<file path="src/m3md_pkg.sv">
`default_nettype none

package m3md_pkg;

    localparam int WORD_WIDTH = 32;
    localparam int FRAC_BITS  = 16;
    localparam int DIGIT_BITS = 16;   // multiplier digit width, one digit per cycle
    localparam int ELEMS      = 9;
    localparam int IDX_W      = 4;
    localparam int VALUE_W    = 32;

    localparam logic [1:0] MODE_AB  = 2'd0;
    localparam logic [1:0] MODE_ATB = 2'd1;
    localparam logic [1:0] MODE_ABT = 2'd2;
    localparam logic [1:0] MODE_DET = 2'd3;

    localparam logic [1:0] IDX_MAX = 2'd2;

    typedef logic [IDX_W-1:0] t_idx;

    typedef struct packed {
        logic [1:0]                mode;
        logic                      matrix_select;
        logic [1:0]                row;
        logic [1:0]                col;
        logic signed [VALUE_W-1:0] value;
        logic                      go;
    } t_in_item;

    typedef struct packed {
        logic [1:0]                out_row;
        logic [1:0]                out_col;
        logic signed [VALUE_W-1:0] result;
        logic                      overflow;
        logic                      last;
    } t_out_item;

    typedef struct packed {
        logic en;
        logic sel;   // 0 writes A, 1 writes B
        t_idx addr;
    } t_store_wr;

    typedef struct packed {
        t_idx a0;
        t_idx a1;
        t_idx b;
    } t_store_rd;

    typedef struct packed {
        t_idx a0;
        t_idx a1;
    } t_det_pair;

    typedef enum logic [2:0] {
        ST_IDLE,
        ST_READ,
        ST_START,
        ST_WAIT,
        ST_EMIT
    } t_state;

    function automatic t_idx idx3(input logic [1:0] r, input logic [1:0] c);
        return t_idx'({r, 1'b0}) + t_idx'(r) + t_idx'(c);
    endfunction

    // Element pairs of the 2x2 minors for cofactor expansion along row 0.
    function automatic t_det_pair det_pair(input logic [1:0] term, input logic second);
        t_det_pair p;
        case (term)
            2'd0:    p = second ? t_det_pair'{t_idx'(5), t_idx'(7)}
                                : t_det_pair'{t_idx'(4), t_idx'(8)};
            2'd1:    p = second ? t_det_pair'{t_idx'(3), t_idx'(8)}
                                : t_det_pair'{t_idx'(5), t_idx'(6)};
            2'd2:    p = second ? t_det_pair'{t_idx'(4), t_idx'(6)}
                                : t_det_pair'{t_idx'(3), t_idx'(7)};
            default: p = t_det_pair'{t_idx'(0), t_idx'(0)};
        endcase
        return p;
    endfunction

endpackage

`default_nettype wire

</file>
<file path="src/m3md_mul.sv">
`default_nettype none

module m3md_mul #(
    parameter int XW = 65,
    parameter int YW = 32,
    parameter int DW = m3md_pkg::DIGIT_BITS,
    localparam int NDIG = (YW + DW - 1) / DW,
    localparam int YPW = NDIG * DW,
    localparam int PW = XW + YPW
) (
    input  logic                 i_clk,
    input  logic                 i_rst_n,
    input  logic                 i_start,
    input  logic signed [XW-1:0] i_x,
    input  logic signed [YW-1:0] i_y,
    output logic                 o_busy,
    output logic                 o_done,
    output logic signed [PW-1:0] o_prod
);

    localparam int CW = $clog2(NDIG + 1);

    logic signed [XW-1:0]   r_x;
    logic [YPW-1:0]         r_y;
    logic signed [PW-1:0]   r_prod;
    logic [CW-1:0]          r_cnt;
    logic                   r_busy;
    logic                   r_done;
    logic                   r_first;
    logic [DW-1:0]          digit;
    logic signed [DW:0]     sdig;
    logic signed [XW+DW:0]  pp;
    logic signed [PW-1:0]   n_prod;

    // Digits go most significant first; only the top digit carries the sign.
    assign digit  = r_y[YPW-1 -: DW];
    assign sdig   = {r_first & digit[DW-1], digit};
    assign pp     = r_x * sdig;
    assign n_prod = (r_prod <<< DW) + PW'(pp);

    always_ff @(posedge i_clk) begin
        if (!i_rst_n) begin
            r_busy  <= 1'b0;
            r_done  <= 1'b0;
            r_first <= 1'b0;
            r_cnt   <= '0;
        end else begin
            r_done <= 1'b0;
            if (i_start) begin
                r_busy  <= 1'b1;
                r_first <= 1'b1;
                r_cnt   <= CW'(NDIG);
            end else if (r_busy) begin
                r_first <= 1'b0;
                r_cnt   <= r_cnt - CW'(1);
                if (r_cnt == CW'(1)) begin
                    r_busy <= 1'b0;
                    r_done <= 1'b1;
                end
            end
        end
    end

    always_ff @(posedge i_clk) begin
        if (i_start) begin
            r_x    <= i_x;
            r_y    <= YPW'(i_y);
            r_prod <= '0;
        end else if (r_busy) begin
            r_y    <= r_y << DW;
            r_prod <= n_prod;
        end
    end

    assign o_busy = r_busy;
    assign o_done = r_done;
    assign o_prod = r_prod;

endmodule

`default_nettype wire

</file>
<file path="config.mk">
export PLATFORM = sky130hd
export DESIGN_NAME = m3md_mul
export DESIGN_NICKNAME = d
export VERILOG_FILES = /design/src/m3md_pkg.sv /design/src/m3md_mul.sv
export SDC_FILE = /design/constraint.sdc
export NUM_CORES = 2
export LEC_CHECK = 0
export BUFFER_PORTS_ARGS = -buffer_cell sky130_fd_sc_hd__buf_2
export CAP_MARGIN = 10
export CORE_MARGIN = 2
export CORE_UTILIZATION = 65
export DETAILED_ROUTE_END_ITERATION = 6
export MAX_ROUTING_LAYER = met4
export PLACE_DENSITY = 0.94
export SLEW_MARGIN = 20
export SYNTH_ARGS = -nofsm -noshare
export SYNTH_HDL_FRONTEND = slang
export SYNTH_SLANG_ARGS = --single-unit
</file>
<file path="constraint.sdc">
create_clock -name i_clk -period 17.9 [get_ports i_clk]
set_input_delay 2.685 -clock i_clk [delete_from_list [all_inputs] [get_ports i_clk]]
set_output_delay 2.685 -clock i_clk [all_outputs]
set_load 0.005 [all_outputs]
</file>
* Yosys cells after proc, flatten, opt, wreduce, memory -nomap -nowiden *
Cells that the tools add are included.

storage, ports and cells
  flip-flop bits (word level) = 199
  output and inout bits = 99
  logic and storage cells = 28

operators by class
  add/subtract/negate cells = 2
  multiply operators = 1
  equal/unequal tests = 1
  mux-type cells = 10
  bitwise operators = 3
  reduce and logical (&&, ||, !) cells = 3

operators with widths
  cell                                               count
  adder 97 x 82 -> 97 bit                            1
  multiplier 65 x 17 -> 82 bit                       1
  2-to-1 mux 32 bit                                  2
  2-to-1 mux 1 bit                                   6
  2-to-1 mux 2 bit                                   2
  OR reduction 3 bit                                 1
  == test 2 x 1 -> 1 bit (second input constant)     1
  NOT 1 bit                                          2
  nonzero test 2 bit                                 1
  OR reduction 2 bit                                 1
  subtractor 2 x 1 -> 2 bit (second input constant)  1
  AND 1 bit                                          1

* Logic depth before layout (Yosys ltp) *
  word-level depth = 4
  depth in mapped cells = 28
  gate-level depth less buffers = 25

* Worst setup path before layout *
No wires, ideal clock.

  path kind = register to register
  start point = reg r_y[16]
  end point = reg r_prod[90], in the netlist o_prod[90]
  arrival time = 7.191 ns
  required time = 17.783 ns
  setup slack = 10.591 ns
  stages on the path, launching flop included = 26
  buffers on the path = 3
  period minus slack after synthesis = 7.309 ns
  path through = edfxtp_1 > clkbuf_1 > clkbuf_1 > nand2_1 > inv_1 > fa_1 > fa_1 > ha_1 > inv_1 > fa_1 > fa_1 > fa_1 > inv_1 > ha_1 > clkbuf_1 > nand4_1 > nor3_1 > nand3_1 > a311oi_1 > nand2_1 > a21oi_2 > o21ai_2 > a211oi_2 > o21ai_0 > a21o_1 > a32o_1

between the ends
  word-level cells in the longest chain between the ends = 2

ends and longest elaborated chain
  what                          line            source
  from (decl)                   m3md_mul.sv:24  logic [YPW-1:0] r_y;
  from (signal assigned)        m3md_mul.sv:67  r_y <= YPW'(i_y);
  from (signal assigned)        m3md_mul.sv:70  r_y <= r_y << DW;
  multiplier 65 x 17 -> 82 bit  m3md_mul.sv:38  assign pp = r_x * sdig;
  adder 97 x 82 -> 97 bit       m3md_mul.sv:39  assign n_prod = (r_prod <<< DW) + PW'(pp);
  to (signal assigned)          m3md_mul.sv:71  r_prod <= n_prod;
  to (decl)                     m3md_mul.sv:25  logic signed [PW-1:0] r_prod;

Every way passes these cells.
A chain may end at the register's enable or synchronous reset.

* Worst setup path after layout *
  start point = reg r_y[31]
  end point = reg r_prod[62], in the netlist o_prod[62]

between the ends
  word-level cells in the longest chain between the ends = 3

ends and longest elaborated chain
  what                            line            source
  AND 1 bit                       m3md_mul.sv:37  assign sdig = {r_first & digit[DW-1], digit};
  multiplier 65 x 17 -> 82 bit *  m3md_mul.sv:38
  adder 97 x 82 -> 97 bit *       m3md_mul.sv:39

Every way passes the cells marked *; elsewhere a longest branch is shown, timed or not.

==> results.toml <==
[run_status]
status = "finished with violations"
violations = "DRC"

[critical_path]
cp.depth = 25
cp-endpoint = "o_prod[62]$_SDFFE_PP0P_"
cpMaxStageDelayCell = "buf_4"
cp_data_arrival_time_ps = 9090
max_stage_delay_ps = 630
cp-end-kind = "flop"
cp_common_cell = "fa_1"
critPathKind = "reg -> reg"
cp_max_fo = 66
rr_worst_depth = 25
cp.required_ps = 18290
crit_start = "r_y[31]$_DFFE_PP_"
crit_buf_inv = 5
crit_family = "adder cells"
start_kind = "flop"
r2r-end = "o_prod[62]$_SDFFE_PP0P_"
r2r_start = "r_y[31]$_DFFE_PP_"
rrSetupSlack_ps = 9200

[synth]
seq_area_frac_synth_pct = 10.30
ys_ff_latch = 199
synth_fp_nets = 6712
yosysWarnings = 0
avgSynthCellArea_sq_um = 9.255
ys_types = 72
synth_ff_type = "dfxtp_1"
synth_edf_count = 97
synth_area_sq_um = 48110
ys_async_sr_fraction_pct = 0
syn_inst = 5198

[clock_tree]
cts.sinks = 199
cts_setup_buffers = 0
cts_tree = "built"
hold_buffers = 0
cts_buffers = 17
clk_path_buf_depth = 2
clk_pin_slew_ps = 100
cts_resized = 0
clock_latency_ps = 550
cts_root_buf = "clkbuf_16"
h-tree-depth = 4

[timing]
clock_skew_ps = 34.64
drv_slew = 0
final.setup.worst_slack_ps = 9202
finalCriticalPeriod_ps = 8698
hold_viol = 0
fin_crit_sh_pct = 48.59
fin_worst_hold_slack_ps = 471.4
max_slew_margin_pct = 24.88
rsz0062_at_grt = "false"
fin_setup_tns_ps = 0
setup_viol = 0
fmax_mhz = 115.0
tightest_slew_ps = 1127

[global_route]
antenna_found_initial = 6
grt.total_usage_pct = 40.75
grt_pass1_wl_um = 230600
gr-total-overflow = 0
grt_max_degree = 67
first_global_vias = 42650

[drt]
num_vias = 37660
via_per_inst = 6.104
firstDrtPassIters = 7
wl_um = 144200
drt_iter0_drc = 3975
drc_errors = 40
drtAntennaViolNets = 0
wl_per_cell_um = 23.37

[die]
fp-row-count = 99
die-area_sq_um = 76200
core_sq_um = 73080
die_x_um = 276.1
fp.dieH_um = 276.1
start_util_pct = 65.83
ios = 199

[cells_and_area]
final_layout_size_suffix_gt1_share_pct = 5.723
final_cell_mix = "inv_1, fa_1, nand2_1, and2_1, ha_1"
area_growth_pct = 4.341
fin_nets = 6708
layout_commonest_cell = "inv_1"
utilization_pct = 68.68

[hold_path]
worstHoldStart = "o_prod[84]$_SDFFE_PP0P_"
worstHoldPathType = "reg -> reg"

[placement]
dp_hpwl_um = 108700
port_buffers = 198
gp_congestion = 0.9967
post-place-ws_ps = 9436

[job]
cap_violations = 0
## per-layer routing
layer / share of wire, % / GRT usage (%) / wire, um
met1: 32 / 46.08 / 46440
met2: 46 / 63.08 / 66860
met3: 13 / 12.20 / 18920
met4: 8.3 / 27.07 / 12010
met5: 0 / - / 0
## how the worst min path moves through the flow
stage	slack [ps]	end	depth (start not counted)
finish	470	o_prod[84]$_SDFFE_PP0P_	2
global route	500	o_prod[84]$_SDFFE_PP0P_	2
CTS	470	o_prod[84]$_SDFFE_PP0P_	2
detailed placement	440	o_prod[84]$_SDFFE_PP0P_	2
global placement	440	o_prod[84]$_SDFFE_PP0P_	2
floorplan	440	o_prod[92]$_SDFFE_PP0P_	2
## synthesized netlist by cell type, types with 3 or more instances
library cell  number  area (sq um)
o22ai_1            4         25.02
dfxtp_1          102          2042
o211ai_1           8         60.06
mux2i_1           47         470.5
edfxtp_1          97          2913
o21ai_1            5         25.02
nor3_1            13         65.06
o21a_1            25         187.7
ha_1             242          3028
a221oi_1           5         43.79
xnor2_1           58         508.0
nand3b_1           3         22.52
clkbuf_1         234         878.3
a211oi_1           9         67.56
fa_1            1172         23460
a21boi_0           3         22.52
buf_4              3         22.52
a22o_1             5         43.79
o21ai_0           95         475.5
o31ai_1            9         67.56
buf_2             13         65.06
a41oi_1            6         52.55
and2_1           380          2377
o21bai_1          17         127.6
and4_1             3         26.28
a31oi_1           10         62.56
inv_1           1281          4808
xor2_1            38         332.8
or3_1              5         31.28
nand2b_1           9         56.30
nand4_1           36         225.2
mux2_2            16         180.2
nand3_1           14         70.07
nor4_1             8         50.05
and3_1             9         56.30
nor2_1           172         645.6
a21o_1            38         285.3
a21oi_1          122         610.6
nand2_1          823          3089
nor2b_1           18         112.6
## tightest hold or removal path, delay by kind of cell (launching register included)
kind | cells | cell delay (ps)
flip-flops | 1 | 340
AND/OR/NAND/NOR | 1 | 50
AO/OA/AOI/OAI | 1 | 60
## sequential cells by signal (all words and copies together) (netlist names)
register / cells
o_prod: 97
r_y: 32
r_first: 1
o_done: 1
o_busy: 1
r_x: 65
r_cnt: 2
## layout make-up
| class | count | area, sq um |
|---|---|---|
| multi-input combinational | 3466 | 37390 |
| clock buffer | 18 | 429.2 |
| tap | 959 | 1200 |
| clock inverter | 14 | 171.4 |
| inverter | 1281 | 4808 |
| antenna | 4 | 10.01 |
| sequential | 199 | 4959 |
| timing repair buffer | 229 | 1230 |
| fill | 5076 | 22890 |
## cell families after synthesis
kind of cell / Yosys count / share of synthesized area (%)
multiplexers: 63 / 1.352
AO/OA/AOI/OAI: 393 / 5.217
buffers and inverters: 1533 / 12.02
adder cells (fa/ha/maj): 1414 / 55.07
XOR/XNOR: 96 / 1.748
flip-flops: 199 / 10.30
AND/OR/NAND/NOR: 1500 / 14.30
## metrics by stage
stage,instances,area (sq um)
5_1_grt,6170,50200
6_report,6170,50200
4_1_cts,6166,50190
3_3_place_gp,6134,49580
3_5_place_dp,6134,49590
2_1_floorplan,5198,48110
Power is not shown: default switching activity piles up to over one toggle a cycle in this logic, so the estimate is an artifact.
