`src/m3md_pkg.sv`:
```
`default_nettype none

package m3md_pkg;

    localparam int WORD_WIDTH = 32;
    localparam int FRAC_BITS  = 16;
    localparam int DIGIT_BITS = 16;   // multiplier digit width, one digit per cycle
    localparam int ELEMS      = 9;
    localparam int IDX_W      = 4;
    localparam int VALUE_W    = 32;

    localparam logic [1:0] MODE_AB  = 2'd0;
    localparam logic [1:0] MODE_ATB = 2'd1;
    localparam logic [1:0] MODE_ABT = 2'd2;
    localparam logic [1:0] MODE_DET = 2'd3;

    localparam logic [1:0] IDX_MAX = 2'd2;

    typedef logic [IDX_W-1:0] t_idx;

    typedef struct packed {
        logic [1:0]                mode;
        logic                      matrix_select;
        logic [1:0]                row;
        logic [1:0]                col;
        logic signed [VALUE_W-1:0] value;
        logic                      go;
    } t_in_item;

    typedef struct packed {
        logic [1:0]                out_row;
        logic [1:0]                out_col;
        logic signed [VALUE_W-1:0] result;
        logic                      overflow;
        logic                      last;
    } t_out_item;

    typedef struct packed {
        logic en;
        logic sel;   // 0 writes A, 1 writes B
        t_idx addr;
    } t_store_wr;

    typedef struct packed {
        t_idx a0;
        t_idx a1;
        t_idx b;
    } t_store_rd;

    typedef struct packed {
        t_idx a0;
        t_idx a1;
    } t_det_pair;

    typedef enum logic [2:0] {
        ST_IDLE,
        ST_READ,
        ST_START,
        ST_WAIT,
        ST_EMIT
    } t_state;

    function automatic t_idx idx3(input logic [1:0] r, input logic [1:0] c);
        return t_idx'({r, 1'b0}) + t_idx'(r) + t_idx'(c);
    endfunction

    // Element pairs of the 2x2 minors for cofactor expansion along row 0.
    function automatic t_det_pair det_pair(input logic [1:0] term, input logic second);
        t_det_pair p;
        case (term)
            2'd0:    p = second ? t_det_pair'{t_idx'(5), t_idx'(7)}
                                : t_det_pair'{t_idx'(4), t_idx'(8)};
            2'd1:    p = second ? t_det_pair'{t_idx'(3), t_idx'(8)}
                                : t_det_pair'{t_idx'(5), t_idx'(6)};
            2'd2:    p = second ? t_det_pair'{t_idx'(4), t_idx'(6)}
                                : t_det_pair'{t_idx'(3), t_idx'(7)};
            default: p = t_det_pair'{t_idx'(0), t_idx'(0)};
        endcase
        return p;
    endfunction

endpackage

`default_nettype wire

```
`src/m3md_ram.sv`:
```
`default_nettype none

module m3md_ram #(
    parameter int WIDTH = 32,
    parameter int DEPTH = 9,
    localparam int AW = $clog2(DEPTH)
) (
    input  logic             i_clk,
    input  logic             i_we,
    input  logic [AW-1:0]    i_waddr,
    input  logic [WIDTH-1:0] i_wdata,
    input  logic [AW-1:0]    i_raddr,
    output logic [WIDTH-1:0] o_rdata
);

    logic [WIDTH-1:0] r_mem [DEPTH];
    logic [WIDTH-1:0] r_rdata;

    always_ff @(posedge i_clk) begin
        if (i_we) begin
            r_mem[i_waddr] <= i_wdata;
        end
        r_rdata <= r_mem[i_raddr];
    end

    assign o_rdata = r_rdata;

endmodule

`default_nettype wire

```
`src/m3md_store.sv`:
```
`default_nettype none

module m3md_store #(
    parameter int WIDTH = m3md_pkg::WORD_WIDTH
) (
    input  logic                    i_clk,
    input  logic                    i_rst_n,
    input  m3md_pkg::t_store_wr     i_wr,
    input  logic [WIDTH-1:0]        i_wdata,
    input  m3md_pkg::t_store_rd     i_rd,
    output logic signed [WIDTH-1:0] o_a0,
    output logic signed [WIDTH-1:0] o_a1,
    output logic signed [WIDTH-1:0] o_b
);

    logic [m3md_pkg::ELEMS-1:0] r_a_vld;
    logic [m3md_pkg::ELEMS-1:0] r_b_vld;
    logic                       r_a0_ok;
    logic                       r_a1_ok;
    logic                       r_b_ok;
    logic                       we_a;
    logic                       we_b;
    logic [WIDTH-1:0]           ram_a0;
    logic [WIDTH-1:0]           ram_a1;
    logic [WIDTH-1:0]           ram_b;

    assign we_a = i_wr.en & ~i_wr.sel;
    assign we_b = i_wr.en & i_wr.sel;

    // Entries never written read as zero.
    always_ff @(posedge i_clk) begin
        if (!i_rst_n) begin
            r_a_vld <= '0;
            r_b_vld <= '0;
            r_a0_ok <= 1'b0;
            r_a1_ok <= 1'b0;
            r_b_ok  <= 1'b0;
        end else begin
            if (we_a) begin
                r_a_vld[i_wr.addr] <= 1'b1;
            end
            if (we_b) begin
                r_b_vld[i_wr.addr] <= 1'b1;
            end
            r_a0_ok <= r_a_vld[i_rd.a0];
            r_a1_ok <= r_a_vld[i_rd.a1];
            r_b_ok  <= r_b_vld[i_rd.b];
        end
    end

    // Matrix A is kept in two copies to get two read ports.
    m3md_ram #(.WIDTH(WIDTH), .DEPTH(m3md_pkg::ELEMS)) u_ram_a0 (
        .i_clk   (i_clk),
        .i_we    (we_a),
        .i_waddr (i_wr.addr),
        .i_wdata (i_wdata),
        .i_raddr (i_rd.a0),
        .o_rdata (ram_a0)
    );

    m3md_ram #(.WIDTH(WIDTH), .DEPTH(m3md_pkg::ELEMS)) u_ram_a1 (
        .i_clk   (i_clk),
        .i_we    (we_a),
        .i_waddr (i_wr.addr),
        .i_wdata (i_wdata),
        .i_raddr (i_rd.a1),
        .o_rdata (ram_a1)
    );

    m3md_ram #(.WIDTH(WIDTH), .DEPTH(m3md_pkg::ELEMS)) u_ram_b (
        .i_clk   (i_clk),
        .i_we    (we_b),
        .i_waddr (i_wr.addr),
        .i_wdata (i_wdata),
        .i_raddr (i_rd.b),
        .o_rdata (ram_b)
    );

    assign o_a0 = r_a0_ok ? $signed(ram_a0) : '0;
    assign o_a1 = r_a1_ok ? $signed(ram_a1) : '0;
    assign o_b  = r_b_ok  ? $signed(ram_b)  : '0;

endmodule

`default_nettype wire

```
`config.mk`:
```
export PLATFORM = sky130hd
export DESIGN_NAME = m3md_store
export DESIGN_NICKNAME = d
export VERILOG_FILES = /design/src/m3md_pkg.sv /design/src/m3md_ram.sv /design/src/m3md_store.sv
export SDC_FILE = /design/constraint.sdc
export NUM_CORES = 1
export LEC_CHECK = 0
export BUFFER_PORTS_ARGS = -buffer_cell sky130_fd_sc_hd__buf_2
export CORE_MARGIN = 2
export CORE_UTILIZATION = 60
export DETAILED_ROUTE_END_ITERATION = 7
export HOLD_SLACK_MARGIN = 0.03
export PLACE_DENSITY = 0.79
export SYNTH_ARGS = -nofsm -noshare
export SYNTH_HDL_FRONTEND = slang
export SYNTH_HIERARCHICAL = 1
export SYNTH_SLANG_ARGS = --single-unit
```
`constraint.sdc`:
```
create_clock -name i_clk -period 6.23 [get_ports i_clk]
set_input_delay 1.246 -clock i_clk [delete_from_list [all_inputs] [get_ports i_clk]]
set_output_delay 1.246 -clock i_clk [all_outputs]
set_load 0.02 [all_outputs]
```
* Word-level counts from Yosys, hierarchy flattened
Memory sizes are Yosys's and may differ from the RTL's. A register that Yosys moved wholly into a read port is not among the register bits. Cells that the tools add are included.
Storage, ports and cells: bits in read-only memories 0, bits in writable memories 864, output and inout port bits 96, memories kept 3, bits in registers 21, latch bits 0, input bits 52
Memory list:
- u_ram_a0.r_mem | depth 9, width 32, rd ports 1, clocked after Yosys merged registers in 1, write ports 1, RTL line m3md_ram.sv:16 | logic [WIDTH-1:0] r_mem [DEPTH];
- u_ram_a1.r_mem | depth 9, width 32, rd ports 1, clocked after Yosys merged registers in 1, write ports 1, RTL line m3md_ram.sv:16
- u_ram_b.r_mem | depth 9, width 32, rd ports 1, clocked after Yosys merged registers in 1, write ports 1, RTL line m3md_ram.sv:16
Cells by class: eq/ne operators 0, multiplexer cells 15, divide/modulo/power cells 0, shift operators 0, bitwise gates (word level) 5, multiply operators 0, add/sub/neg operators 0, order comparisons 5, reductions and logical operators 1
Operators with widths (number):
- 32-bit two-way mux | 3
- 4-bit by 5-bit < comparator with 1-bit output, second input constant | 4
- 9-bit OR | 2
- 1-bit binary-select mux with 4-bit select | 3
- 1-bit two-way mux | 8
- 1-bit demux with 4-bit select | 1
- 4-bit by 1-bit >= comparator with 1-bit output, second input constant | 1
- 1-bit bitwise AND | 2
- 1-bit logical AND | 1
- 1-bit NOT | 1

* Logic depth before layout (Yosys ltp)
word-level depth 5, mapped depth 5, depth with buffers taken out 3

* By module
Netlist, hierarchy kept.
Modules (own cells, without submodules):
- m3md_ram | area each 11895.2 um2, cells an instance 629, instances 3, seq. area each 9288.9 um2
- m3md_store | area each 1654.1 um2, cells an instance 207, instances 1, seq. area each 420.4 um2

* Worst setup path after synthesis
No wires, ideal clock.
path kind input to register, from input i_wr[5] (netlist name), to memory u_ram_a0.r_mem[8][0] (enable), path buffers 0, library setup time 0.505 ns, slack 1.042 ns, arrival 4.684 ns, required time 5.725 ns, stages on the path 3, path through nor2b_1 -> nand2_1 -> nor4_1
On the way: cells in the longest elaborated chain, start to end 3
RTL lines:
- start: declaration | RTL line m3md_store.sv:8 | input m3md_pkg::t_store_wr i_wr,
- 1-bit bitwise AND | RTL line m3md_store.sv:27 | assign we_a = i_wr.en & ~i_wr.sel;
- 1-bit two-way mux | RTL line m3md_ram.sv:20 | if (i_we) begin
- 1-bit two-way mux (not written as such) | RTL line m3md_ram.sv:21 | r_mem[i_waddr] <= i_wdata;
- end: declaration | RTL line m3md_ram.sv:16
Every way passes these cells.

* Worst setup path after layout
from register r_b_ok, to output o_b[6]
On the way: cells in the longest elaborated chain, start to end 1
RTL lines:
- start: declaration | RTL line m3md_store.sv:20 | logic r_b_ok;
- start signal: assignment | RTL line m3md_store.sv:47 | r_b_ok <= r_b_vld[i_rd.b];
- 32-bit two-way mux | RTL line m3md_store.sv:81 | assign o_b = r_b_ok ? $signed(ram_b) : '0;
- end: declaration | RTL line m3md_store.sv:13 | output logic signed [WIDTH-1:0] o_b
Every way passes these cells.

==> results by stage <==
Hold path:
- The startpoint identified for the worst hold timing path is u_ram_a1/r_mem[8][11].
- The worst hold path passes through 2 cells.
- The hold-critical path endpoint is u_ram_a1/o_rdata[11].
- The min-delay analysis places its worst path in the category reg2reg.

Floorplanning:
- The die covers between 60000 and 70000 um2.
- From left edge to right edge, the die measures around 250 um.
- The site row count is 91.
- In this run the vertical extent of the chip is approximately 250 um.
- The initial utilization of the core area, before any placement, comes to 60.6%.
- The core region is 61600 um2.
- The number of top-level design ports is around 150.

Setup path:
- STA puts the critical path data arrival time at 2.25 ns.
- The endpoint of the worst register-to-register path is u_ram_a1/o_rdata[5].
- The worst setup path is launched from a flop.
- The count of cells along the worst register-to-register path is 3.
- The register-to-register path setup slack is approximately 4.9 ns.
- The largest driver fanout on the critical path is 32.
- The critical path is of the reg2out type.
- The launching point of the worst reg2reg path is u_ram_a1/r_mem[5][5].
- The required time at the endpoint of the critical path is 4.98 ns.
- STA classifies the critical path endpoint as an output pin.

STA:
- The count of final max-slew check failures is 0.
- Setup repair after global routing left no endpoint under its margin.
- In the final timing run, aggregate negative setup slack is 0 ns.
- The setup clock skew after layout is between 0.02 and 0.025 ns.
- Based on the critical path, the design can be clocked at up to around 290 MHz.
- The post-route fraction of the period consumed by the critical path is between 50% and 60%.
- The smallest setup slack after layout is between 2 and 3 ns.
- The worst pin sits at a relative slew slack of between 10% and 20%.
- The worst hold slack is 0.445 ns.
- The worst path in the final design needs a cycle of roughly 3.5 ns, including I/O delays and setup.
- Setup violations remaining at the end of the flow were counted as 0.
- The actual transition at the worst max-transition pin is 1.21 ns.
- The number of endpoints with negative hold slack in the final report is 0.

Finish:
- The area added between synthesis and finish is 12.6%.
- The final instance count without filler cells is ~3200.
- The post-layout utilization of the core is 68.3%.
- The net total in the final layout is ~2300.
- The post-route netlist has between 20% and 30% of its cells at a drive strength greater than 1.
- The area of all placed cells without fillers is approximately 42000 um2.

Synthesis:
- The area fraction in compound gates after synthesis is 7.14%.
- The post-synthesis xor/xnor area fraction is 0%.
- Of the post-synthesis cell area, the dominant cell type holds 69.5%.
- In this run the cell area of the synthesized design comes to about 37000 um2.
- Yosys mapped the design onto 36 distinct sky130hd cell types.
- The biggest area contributor in the post-synthesis netlist is edfxtp_1.
- For this run, the leading register cell type out of synthesis is edfxtp_1.
- In the synthesized netlist, the number of instances is between 2000 and 2500.
- Counting flops with an async set or reset pin after synthesis yields a share of 0%.
- After synthesis, the largest family of logic cells by area is multiplexers.
- Ranked by instance count, the synthesized netlist is headed by 864 x edfxtp_1, 198 x mux2i_1, 189 x mux2_2.
- The share of synthesized area spent on multiplexers is between 10% and 20%.
- The number of nets handed over by synthesis was between 2000 and 2500.
- The synthesized design contains between 800 and 900 enable-type register cells.
- The share of synthesized cell area in full adder, half adder and majority cells is 0%.
- For this run, the number of Yosys warnings is 6.
- The most frequent cell after synthesis is edfxtp_1.
- The synthesized netlist devotes 4.02% of its cell area to simple gates.
- Yosys attributes the largest share of cell area to edfxtp_1 69%, dfxtp_1 6.3%, mux2_2 5.7%.
- The number of synthesized register bits is 981.
- The share of synthesized area occupied by flip-flops and latches is between 70% and 80%.
- In this run the mean area of a mapped cell was 17.8 um2.

Placed design:
- The routability-driven placement congestion ratio is between 0.8 and 0.9.
- In this run the cell area measured after placement is 38900 um2.
- The total instance count after detailed placement is 2995.
- The count of port buffers added during placement is approximately 150.
- The post-detailed-placement half-perimeter wirelength is 46.1 mm.
- The worst slack after detailed placement is about 2.3 ns.

CTS:
- The number of sinks driven by the clock tree is 981.
- For the worst-skew pair, the clock arrives at the later sink with an insertion delay of 0.64 ns.
- The longest clock path from root to sink contains 3 buffers.
- In this run, post-CTS hold repair placed 0 buffers.
- The H-tree depth is 3.
- The number of setup buffers added after CTS is 0.
- The cell at the root of the clock tree is clkbuf_16.
- The number of gates resized after CTS is 0.
- The number of buffers inserted during clock tree synthesis is 93.
- The clock transition at the register clock pins on the worst setup and hold paths after CTS is roughly 0.06 ns.
- TritonCTS built the clock tree.

Pwr:
- The leakage power is roughly 15 nW.
- In this run the power spent charging and discharging nets is roughly 2.8 mW.
- The internal power of the cells is 10.8 mW.
- The switching portion of total power is between 20% and 30%.
- The clock network fraction of total power is between 40 and 50%.
- In this run, the combinational gates consume under 10% of the power.
- The power density over cell area is approximately 320 nW/um2.
- Per report_power, the sequential group accounts for 53.7% of the total.
- IR analysis of the VDD net gives a maximum drop of between 0.3 and 0.4 mV.
- The total power of the final layout is 13.6 mW.

Global route:
- The number of antenna violations at the first check in global routing was 8.
- For this run, the total global-route usage over all layers was measured as between 20% and 30%.
- The remaining global-route overflow is 0.
- The largest net degree at the start of global routing is ~110.
- The first global-routing pass estimated 121 mm of wire.
- The number of global-route vias before repair was a little under 20000.

Detailed routing:
- The routed layout has a little under 20000 vias.
- The DRC violations left is 0.
- The number of vias per cell after detailed routing is a little over 6.
- The wire length reported by the detailed router is 83.3 mm.
- The number of antenna-violating nets in the routed design is 0.
- The detailed router finished its first iteration with 1780 violations.
- The total iterations of the first detailed-routing run is 5.
- The detail-routed net length per standard cell is between 20 and 30 um.

Status:
- The run finished with clean final reports.

Run:
- Max-cap violations in this run came to 0.
-- power groups by stage --
stage / clock network, mW / registers [mW] / logic [mW]
final: 5.66 / 7.31 / 0.660
after global routing: 5.98 / 7.32 / 0.698
after CTS: 5.73 / 7.31 / 0.656
after detailed placement: 0 / 7.45 / 0.650
after global placement: 0 / 7.45 / 0.628
after floorplan: 0 / 7.43 / 0.396
-- state kept, by name, indices dropped and copies added (netlist names) --
name / count
u_ram_b/o_rdata: 32
u_ram_a0/o_rdata: 32
r_a0_ok: 1
u_ram_b/r_mem: 288
r_a1_ok: 1
r_b_ok: 1
u_ram_a0/r_mem: 288
r_a_vld: 9
u_ram_a1/o_rdata: 32
r_b_vld: 9
u_ram_a1/r_mem: 288
-- logic make-up after synthesis --
logic type      after synthesis
buf+inv                     118
mux                         393
compound gates              315
flops                       981
simple gates                287
-- critical path: stages (launching register included) --
cell     delay [ns]
dfxtp_1        1.03
and2_1         0.38
buf_2          0.21
-- metal layers --
layer	global-route usage (%)	wire, um	vias up
met3	5.07	6800	133
met1	36.3	34300	10095
li1	-	-	8551
met2	41.3	40000	804
met4	8.49	2200	8
met5	0	55	-
-- cell usage in the layout, fill, tap and decap left out, types with 6 or more instances in the layout --
cell / Yosys / routed
a22o_1: 96 / 96
clkinv_1: 0 / 9
o22ai_1: 96 / 96
a21oi_1: 11 / 11
nor3_2: 0 / 6
clkbuf_8: 0 / 10
bufinv_16: 0 / 8
nand2_1: 106 / 105
edfxtp_1: 864 / 864
clkinv_2: 0 / 15
mux2_2: 189 / 189
nor2_4: 0 / 18
and2_1: 97 / 97
buf_4: 27 / 32
clkbuf_1: 70 / 29
buf_2: 2 / 144
nor2b_1: 20 / 17
o31ai_1: 30 / 30
nand2b_1: 9 / 7
clkbuf_16: 0 / 97
o31ai_2: 66 / 66
mux2i_1: 198 / 198
dfxtp_1: 117 / 117
-- worst max path at each step --
stage,from,endpoint,depth (start not counted)
2_1_floorplan,i_wr[5],u_ram_a0/r_mem[8][0],3
3_3_place_gp,i_wr[5],u_ram_a1/r_mem[1][12],4
3_5_place_dp,i_wr[5],u_ram_a0/r_mem[5][8],4
4_1_cts,r_b_ok,o_b[6],2
5_1_grt,r_b_ok,o_b[6],2
6_report,r_b_ok,o_b[6],2
-- layout make-up --
type                       instances  area, um2
sequential                       981      28300
clock buffer                     136       2670
fill                            3783      19500
multi-input combinational        995       8600
timing repair buffer             179        995
clock inverter                    40        425
tap                              837       1050
antenna                            5       12.5
inverter                           3       11.3
Power figures use the tool's default switching activity.
